`src/rtl/egcd_pkg.sv`:
```
`timescale 1ns / 1ps
// ----------------------------------------------------------------------------
// egcd_pkg
// Shared types and constants for the extended GCD block: default operand
// width, controller states and the command/status bundles.
// ----------------------------------------------------------------------------
package egcd_pkg;

	localparam int unsigned EGCD_WIDTH = 32;

	typedef enum logic [2:0] {
		ST_IDLE,
		ST_CHECK,
		ST_DIV,
		ST_UPDATE,
		ST_DONE
	} egcd_state_t;

	typedef struct packed {
		logic load;      // capture operands, seed coefficients
		logic div_init;  // clear partial remainder, products and bit counter
		logic div_step;  // one restoring division bit
		logic update;    // shift remainders and coefficients by one Euclid step
	} egcd_cmd_t;

	typedef struct packed {
		logic cur_zero;  // current remainder is zero: algorithm finished
		logic cnt_last;  // last quotient bit in progress
	} egcd_status_t;

endpackage

```
`src/rtl/egcd_dpath.sv`:
```
`timescale 1ns / 1ps
// ----------------------------------------------------------------------------
// egcd_dpath
// Remainder and coefficient registers with a bit-serial restoring divider.
// The quotient is folded into both coefficient products one bit at a time.
// ----------------------------------------------------------------------------
module egcd_dpath #(
	parameter int unsigned WIDTH = egcd_pkg::EGCD_WIDTH
) (
	input  logic                    clk,
	input  egcd_pkg::egcd_cmd_t     cmd,
	output egcd_pkg::egcd_status_t  status,
	input  logic [WIDTH-1:0]        operand_a,
	input  logic [WIDTH-1:0]        operand_b,
	output logic [WIDTH-1:0]        divisor,
	output logic signed [WIDTH:0]   coef_a,
	output logic signed [WIDTH:0]   coef_b
);
	import egcd_pkg::*;

	localparam int unsigned CNT_W = $clog2(WIDTH);

	logic [WIDTH-1:0] rem_prev_q;
	logic [WIDTH-1:0] rem_cur_q;
	logic [WIDTH:0]   xa_prev_q;
	logic [WIDTH:0]   xa_cur_q;
	logic [WIDTH:0]   xb_prev_q;
	logic [WIDTH:0]   xb_cur_q;
	logic [WIDTH-1:0] part_q;
	logic [WIDTH-1:0] dvd_q;
	logic [WIDTH:0]   pa_q;
	logic [WIDTH:0]   pb_q;
	logic [CNT_W-1:0] cnt_q;

	logic [WIDTH:0]   shifted;
	logic [WIDTH:0]   diff;
	logic             qbit;
	logic [WIDTH-1:0] part_next;
	logic [WIDTH:0]   pa_next;
	logic [WIDTH:0]   pb_next;

	always_comb begin
		shifted   = {part_q, dvd_q[WIDTH-1]};
		diff      = shifted - {1'b0, rem_cur_q};
		// shifted stays below twice the divisor, so the sign bit tells it all
		qbit      = ~diff[WIDTH];
		part_next = qbit ? diff[WIDTH-1:0] : shifted[WIDTH-1:0];
		// Horner form of q * x, MSB first, wrapping at WIDTH+1 bits
		pa_next   = {pa_q[WIDTH-1:0], 1'b0} + (qbit ? xa_cur_q : '0);
		pb_next   = {pb_q[WIDTH-1:0], 1'b0} + (qbit ? xb_cur_q : '0);
	end

	always_ff @(posedge clk) begin
		if (cmd.load) begin
			rem_prev_q <= operand_a;
			rem_cur_q  <= operand_b;
			xa_prev_q  <= {{WIDTH{1'b0}}, 1'b1};
			xa_cur_q   <= '0;
			xb_prev_q  <= '0;
			xb_cur_q   <= {{WIDTH{1'b0}}, 1'b1};
		end else if (cmd.update) begin
			rem_prev_q <= rem_cur_q;
			rem_cur_q  <= part_q;
			xa_prev_q  <= xa_cur_q;
			xa_cur_q   <= xa_prev_q - pa_q;
			xb_prev_q  <= xb_cur_q;
			xb_cur_q   <= xb_prev_q - pb_q;
		end
	end

	always_ff @(posedge clk) begin
		if (cmd.div_init) begin
			part_q <= '0;
			dvd_q  <= rem_prev_q;
			pa_q   <= '0;
			pb_q   <= '0;
			cnt_q  <= '0;
		end else if (cmd.div_step) begin
			part_q <= part_next;
			dvd_q  <= {dvd_q[WIDTH-2:0], qbit};
			pa_q   <= pa_next;
			pb_q   <= pb_next;
			cnt_q  <= cnt_q + 1'b1;
		end
	end

	assign status.cur_zero = (rem_cur_q == '0);
	assign status.cnt_last = (cnt_q == CNT_W'(WIDTH - 1));

	assign divisor = rem_prev_q;
	assign coef_a  = xa_prev_q;
	assign coef_b  = xb_prev_q;

endmodule

```
`src/rtl/egcd_ctrl.sv`:
```
`timescale 1ns / 1ps
// ----------------------------------------------------------------------------
// egcd_ctrl
// Sequencer for the extended GCD: check, divide bit by bit, update, repeat
// until the remainder is zero, then strobe the result.
// ----------------------------------------------------------------------------
module egcd_ctrl (
	input  logic                    clk,
	input  logic                    arst_n,
	input  logic                    start,
	input  egcd_pkg::egcd_status_t  status,
	output egcd_pkg::egcd_cmd_t     cmd,
	output logic                    busy,
	output logic                    done
);
	import egcd_pkg::*;

	egcd_state_t state_q;
	egcd_state_t state_next;

	always_ff @(posedge clk or negedge arst_n) begin
		if (!arst_n) begin
			state_q <= ST_IDLE;
		end else begin
			state_q <= state_next;
		end
	end

	always_comb begin
		state_next = state_q;
		unique case (state_q)
			ST_IDLE: begin
				if (start) state_next = ST_CHECK;
			end
			ST_CHECK: begin
				state_next = status.cur_zero ? ST_DONE : ST_DIV;
			end
			ST_DIV: begin
				if (status.cnt_last) state_next = ST_UPDATE;
			end
			ST_UPDATE: state_next = ST_CHECK;
			ST_DONE:   state_next = ST_IDLE;
			default:   state_next = ST_IDLE;
		endcase
	end

	always_comb begin
		cmd  = '0;
		busy = 1'b1;
		done = 1'b0;
		unique case (state_q)
			ST_IDLE: begin
				busy     = 1'b0;
				cmd.load = start;
			end
			ST_CHECK:  cmd.div_init = ~status.cur_zero;
			ST_DIV:    cmd.div_step = 1'b1;
			ST_UPDATE: cmd.update   = 1'b1;
			ST_DONE:   done         = 1'b1;
			default:   busy         = 1'b1;
		endcase
	end

endmodule

```
`src/rtl/extended_gcd_top.sv`:
```
`timescale 1ns / 1ps
// ----------------------------------------------------------------------------
// extended_gcd_top
// Extended Euclidean algorithm: gcd of two unsigned operands plus the signed
// Bezout coefficients coef_a, coef_b with a*coef_a + b*coef_b = divisor.
//
// Usage:
//   A transaction is taken at a rising edge with start high and busy low;
//   operand_a and operand_b are sampled there. busy stays high until the
//   result has been delivered.
//   The result shows on divisor, coef_a and coef_b, marked by done for exactly
//   one cycle. The receiver cannot stall; it must take the result then.
// Sequence:
//   After accept, the block runs Euclid steps (remainder divisions) until the
//   remainder is zero. Each step is one zero check, the bit-serial restoring
//   divider producing WIDTH quotient bits, and one update. One transaction is
//   in flight at a time, and the next one may be taken the cycle after done.
// Reset:
//   arst_n low drops any transaction in progress and returns to idle.
// ----------------------------------------------------------------------------
module extended_gcd_top #(
	parameter int unsigned WIDTH = egcd_pkg::EGCD_WIDTH
) (
	input  logic                  clk,
	input  logic                  arst_n,
	input  logic                  start,
	output logic                  busy,
	input  logic [WIDTH-1:0]      operand_a,
	input  logic [WIDTH-1:0]      operand_b,
	output logic                  done,
	output logic [WIDTH-1:0]      divisor,
	output logic signed [WIDTH:0] coef_a,
	output logic signed [WIDTH:0] coef_b
);
	import egcd_pkg::*;

	egcd_cmd_t    cmd;
	egcd_status_t status;

	egcd_ctrl u_ctrl (
		.clk    (clk),
		.arst_n (arst_n),
		.start  (start),
		.status (status),
		.cmd    (cmd),
		.busy   (busy),
		.done   (done)
	);

	egcd_dpath #(
		.WIDTH (WIDTH)
	) u_dpath (
		.clk       (clk),
		.cmd       (cmd),
		.status    (status),
		.operand_a (operand_a),
		.operand_b (operand_b),
		.divisor   (divisor),
		.coef_a    (coef_a),
		.coef_b    (coef_b)
	);

endmodule

```
`config.mk`:
```
export PLATFORM = sky130hd
export DESIGN_NAME = extended_gcd_top
export DESIGN_NICKNAME = d
export VERILOG_FILES = /design/src/rtl/egcd_pkg.sv /design/src/rtl/egcd_dpath.sv /design/src/rtl/egcd_ctrl.sv /design/src/rtl/extended_gcd_top.sv
export SDC_FILE = /design/constraint.sdc
export NUM_CORES = 1
export LEC_CHECK = 0
export BUFFER_PORTS_ARGS = -buffer_cell sky130_fd_sc_hd__buf_2
export CAP_MARGIN = 10
export CORE_MARGIN = 2
export CORE_UTILIZATION = 35
export DETAILED_ROUTE_END_ITERATION = 8
export SETUP_SLACK_MARGIN = 0.05
export SYNTH_ARGS = -nofsm -noshare
export SYNTH_HDL_FRONTEND = slang
export SYNTH_SLANG_ARGS = --single-unit
```
`constraint.sdc`:
```
create_clock -name clk -period 6.9 [get_ports clk]
set_input_delay 0.345 -clock clk [delete_from_list [all_inputs] [get_ports clk]]
set_output_delay 0.345 -clock clk [all_outputs]
set_load 0.02 [all_outputs]
```
# --- Word-level counts from Yosys, hierarchy flattened ---
# Index checks and enable logic that the tools add are counted.
op_classes:
  add_sub_neg: 6
  n_bitwise: 2
  n_mux: 19
  reduce_logical: 5
  eq_ne: 7
ops:
  columns: ["cell", "count"]
  rows:
  - ["two-way mux 32 bit", 7]
  - ["adder 33 bit", 2]
  - ["two-way mux 33 bit", 2]
  - ["subtractor 33 bit", 2]
  - ["subtractor 33 x 32 -> 33 bit", 1]
  - ["zero test 32 bit", 1]
  - ["one-hot mux 3 bit (4 select lines)", 1]
  - ["two-way mux 3 bit", 3]
  - ["equality test 3 x 2 -> 1 bit (second input constant)", 2]
  - ["two-way mux 1 bit", 6]
  - ["adder 5 x 1 -> 5 bit (second input constant)", 1]
  - ["equality test 5 bit (second input constant)", 1]
  - ["!= test 2 bit (second input constant)", 2]
  - ["nonzero test 2 bit", 2]
  - ["equality test 3 x 1 -> 1 bit (second input constant)", 1]
  - ["equality test 3 bit (second input constant)", 1]
  - ["zero test 3 bit", 1]
  - ["inverter 1 bit", 2]
  - ["AND reduction 2 bit", 1]
totals:
  word_cells: 51
  regBits: 334
  inputBits: 67
  out_inout_bits: 100

# --- Longest topological paths before layout ---
logic_depth:
  ltp_word: 4
  depth_mapped: 27

# --- Modules after synthesis ---
# Synthesis repeated with hierarchy kept, for this count alone.
unflattened:
  hier_cells: 2325
  area_unflattened_um2: 20997.6
by_module_without_submodules:
  columns: ["mod", "instances", "cells_each", "area_per_inst_um2", "seq_area_each_um2"]
  rows:
  - ["egcd_dpath", 1, 2308, 20830.0, 7587.3]
  - ["egcd_ctrl", 1, 17, 167.7, 75.1]

# --- Worst setup path after synthesis ---
# OpenSTA, ideal clock, no wires.
synth_timing:
  path_type: "register -> register"
  startpoint: "register u_dpath.rem_cur_q[0]"
  endpoint: "register u_dpath.pb_q[30]"
  setup_slack_ns: 1.299
  synth_period_minus_slack_ns: 5.601
  stages_incl_launch_ff: 27
  setup_ns: 0.178
  arrival_ns: 5.423
  required_time_ns: 6.722
  cell_sequence: "edfxtp_1 > ha_1 > fa_1 > nor2b_1 > o31a_1 > o21ai_2 > o2bb2ai_2 > a31oi_4 > o31ai_4 > a21oi_2 > o311ai_4 > buf_6 > buf_2 > and2_1 > ha_1 > clkbuf_1 > a21oi_1 > nor2_1 > a2111oi_0 > nand2_1 > a32oi_1 > a211oi_1 > or3_1 > a21o_1 > a21oi_1 > xor2_1 > o22ai_1"
synth_between:
  elab_chain_len: 3
synth_rtl:
  columns: ["item", "line", "source"]
  rows:
  - ["from (decl)", "egcd_dpath.sv:24", "logic [WIDTH-1:0] rem_cur_q;"]
  - ["from (signal assigned)", "egcd_dpath.sv:56", "rem_cur_q <= operand_b;"]
  - ["from (signal assigned)", "egcd_dpath.sv:63", "rem_cur_q <= part_q;"]
  - ["subtractor 33 x 32 -> 33 bit or zero test 32 bit (tied branches)", "egcd_dpath.sv:44, egcd_dpath.sv:87", null]
  - ["two-way mux 33 bit or inverter 1 bit (tied branches)", "egcd_dpath.sv:50, egcd_ctrl.sv:56", null]
  - ["adder 33 bit or two-way mux 1 bit (tied branches)", "egcd_dpath.sv:50, egcd_ctrl.sv:51", null]
  - ["to (signal assigned)", "egcd_dpath.sv:82", "pb_q <= pb_next;"]
  - ["to (decl)", "egcd_dpath.sv:32", "logic [WIDTH:0] pb_q;"]
# Several ways; a longest one is shown, not always the timed one.
# A chain may end at the register's enable or synchronous reset.

# --- Worst setup path after layout ---
# Same ends and word-level chain as after synthesis.

==> metrics.txt <==
Core Rows 88; Reg-to-Reg Start u_dpath.rem_cur_q[0]; syn nets 2715; Total Routing Usage GR 17.80%; Setup TNS 0 ns; WL final 55200 µm; # fillers 5862; max_slew headroom 21.44%; reg2reg end u_dpath.pb_q[30]; worst slew pin tran 1.178 ns; Port Buffer Count 166; hold depth 3; RD Place Congestion 0.9308; WS Path Type reg2reg; worst hold path startpoint operand_b[29]; post-route total power 4144 µW; vias in the first global route 17055; crit path DAT 6.73 ns; first-pass GRT wire length 88240 µm; Worst R2R Setup Slack 0.57 ns; share of the synthesized area in the top cell type 22.98%; Hold Path End u_dpath.rem_cur_q[29]; Die Height 245.8 µm; static leakage 0.01037 µW; H-Tree Depth 2; CP endpoint kind flop; average size of a mapped cell 8.243 µm²; Synth area leaders dfxtp_1 23%, edfxtp_1 14%, ha_1 9.8%; Mapped Area 20470 µm²; worst reg-to-reg path cell count 24; Pwr Density 177.4 nW/µm²; Final Setup Violations 0; count of clock tree sinks 334; Initial Util 35.41%; grt ovf 0; Ports 167; Clk Latency, worst-skew pair 0.57 ns; max_cap viols 0; final hold slack 0.05375 ns; n_diodes 0; list of most frequent post-synthesis cells 531 x nand2_1, 277 x a21oi_1, 235 x dfxtp_1; CTS tree built; status finished clean; remaining antenna violation count 0; Die ar. 60430 µm²; clk slew on worst S/H paths 0.06 ns; flops & latches, synth 334; Min-Delay Path Class in2reg; Peak VDD IR 0.1408 mV; clock skew 0.03183 ns; Post-layout nets 2840; clk buf depth 3; period utilization 91.76%; Seq/Total Area, Yosys 37.44%; count leader, synth nand2_1; P&R area growth vs syn 14.09%; via count 17570; DP Worst Slack 0.4081 ns; Worst setup SP type flop; DR vias/cell 5.157; Hold Fails Final Rpt 0; Initial DRC Count 807; core box area 57810 µm²; unique cell type count in the Yosys netlist 84; critical path startpoint u_dpath.rem_cur_q[0]; root buffer cell clkbuf_16; DRT Pass-1 Iters 5; placed cell area 21980 µm²; largest net degree at the start of global routing 96; Tmin final 6.332 ns; Synth Instances 2483; ys async rst share 0.8982%; top cell type by total area after synthesis dfxtp_1; total CTS buffers 42; setup ws final 0.5685 ns; CP Data Required Time 7.30 ns; Post-DP HPWL 38620 µm; initial antenna violation count 0; residual DRC count 0; share of layout cells above drive strength 1 11.77%; WL/cell 16.20 µm; synth warn 0; Crit Path Max Fanout 16; cell area after layout 23350 µm²; number of flops mapped to enable cells by yosys 96; f_max 0.1579 GHz; final slew viol count 0; unrepaired setup endpoints after global routing false; die extent in x 245.8 µm; Primary FF master, synth dfxtp_1
layout make-up:
class                   instances  area [µm²]  area share [%]
repair buffers                185       975.9           4.179
clock inverters                19       143.9          0.6162
clock buffers                  59        1175           5.031
multi-input cells            1909       11930           51.08
flip-flops and latches        334        7662           32.81
inverters                     136       510.5           2.186
well taps                     765       957.2           4.099
cell families after synthesis:
family          after synthesis  share of synthesized area [%]
compound gates              676                          19.93
xor+xnor                    132                          5.715
fa+ha+maj                   165                          10.27
buf+inv                     241                          4.615
flops                       334                          37.44
mux                          59                          3.081
simple gates                876                          18.96
per-stage QoR:
step                util, %  std cells
floorplan                 -       2483
global placement      38.02       3325
detailed placement    38.02       3325
CTS                   40.32       3404
global route          40.40       3407
finish                40.40       3407
critical path, cell delays in order (launching register included):
cell	delay [ns]
edfxtp_1	0.42
ha_1	0.24
fa_1	0.48
nor2b_1	0.16
o31a_1	0.21
o21ai_2	0.12
o2bb2ai_2	0.21
a31oi_4	0.16
o31ai_4	0.37
a21oi_2	0.19
o311ai_4	0.48
buf_4	0.27
and2_1	0.15
ha_1	0.30
a21oi_1	0.18
nor2_1	0.08
a2111oi_0	0.58
nand2_1	0.11
a32oi_1	0.30
a211oi_1	0.15
or3_1	0.36
a21o_1	0.19
a21oi_1	0.16
xor2_1	0.17
o22ai_1	0.10
routing by layer:
layer	wire, µm	up-vias	track usage (%)
li1	-	8888	-
met1	26080	8303	23.04
met2	26030	309	30.88
met3	2062	70	2.499
met4	1028	0	4.742
met5	0	-	0
flip-flops by register name, indices dropped and copies added (netlist names):
signal             cells
u_dpath.cnt_q          5
u_ctrl.state_q         3
u_dpath.coef_a        33
u_dpath.rem_cur_q     32
u_dpath.pb_q          33
u_dpath.pa_q          33
u_dpath.xb_cur_q      33
u_dpath.divisor       32
u_dpath.xa_cur_q      33
u_dpath.coef_b        33
u_dpath.dvd_q         32
u_dpath.part_q        32
power by group:
group	total (µW)	switching (µW)	leakage (µW)	internal [µW]
registers	2010	0	0.00284	2010
clock network	2120	885	0.000650	1230
logic	22.2	8.41	0.00689	13.8
total	4140	893	0.0104	3250
repair_timing:
item / in CTS / in global routing
endpoints found under the hold margin: 3 / 0
hold buffers: 1 / 0
setup endpoints to repair: 0 / 1
resized for setup: 0 / 2
setup buffers: 0 / 2
placed cells by master (no fill, tap or decap), types with 20 or more instances in the layout:
master     count
a211oi_1      25
a21o_1        64
a21oi_1      277
and2_1        70
buf_2        166
clkbuf_16     42
dfxtp_1      235
edfxtp_1      96
ha_1         160
inv_1        134
mux2_2        32
mux2i_1       27
nand2_1      530
nand2b_1      21
nand3_1       20
nor2_1        94
nor2b_1       33
nor3_1        33
o21a_1        24
o21ai_0      124
o21ai_1       41
o21bai_1      20
xnor2_1       84
xor2_1        47
worst max-delay path by stage:
| stage | endpoint | depth (start not counted) | slack (ns) |
|---|---|---|---|
| floorplan | u_dpath.pb_q[30] | 26 | 1.30 |
| global placement | u_dpath.pb_q[30] | 24 | 0.63 |
| detailed placement | u_dpath.pb_q[31] | 24 | 0.41 |
| CTS | u_dpath.pb_q[31] | 24 | 0.38 |
| global route | u_dpath.pb_q[30] | 24 | 0.11 |
| finish | u_dpath.pb_q[30] | 24 | 0.57 |
Power figures use the tool's default switching activity.
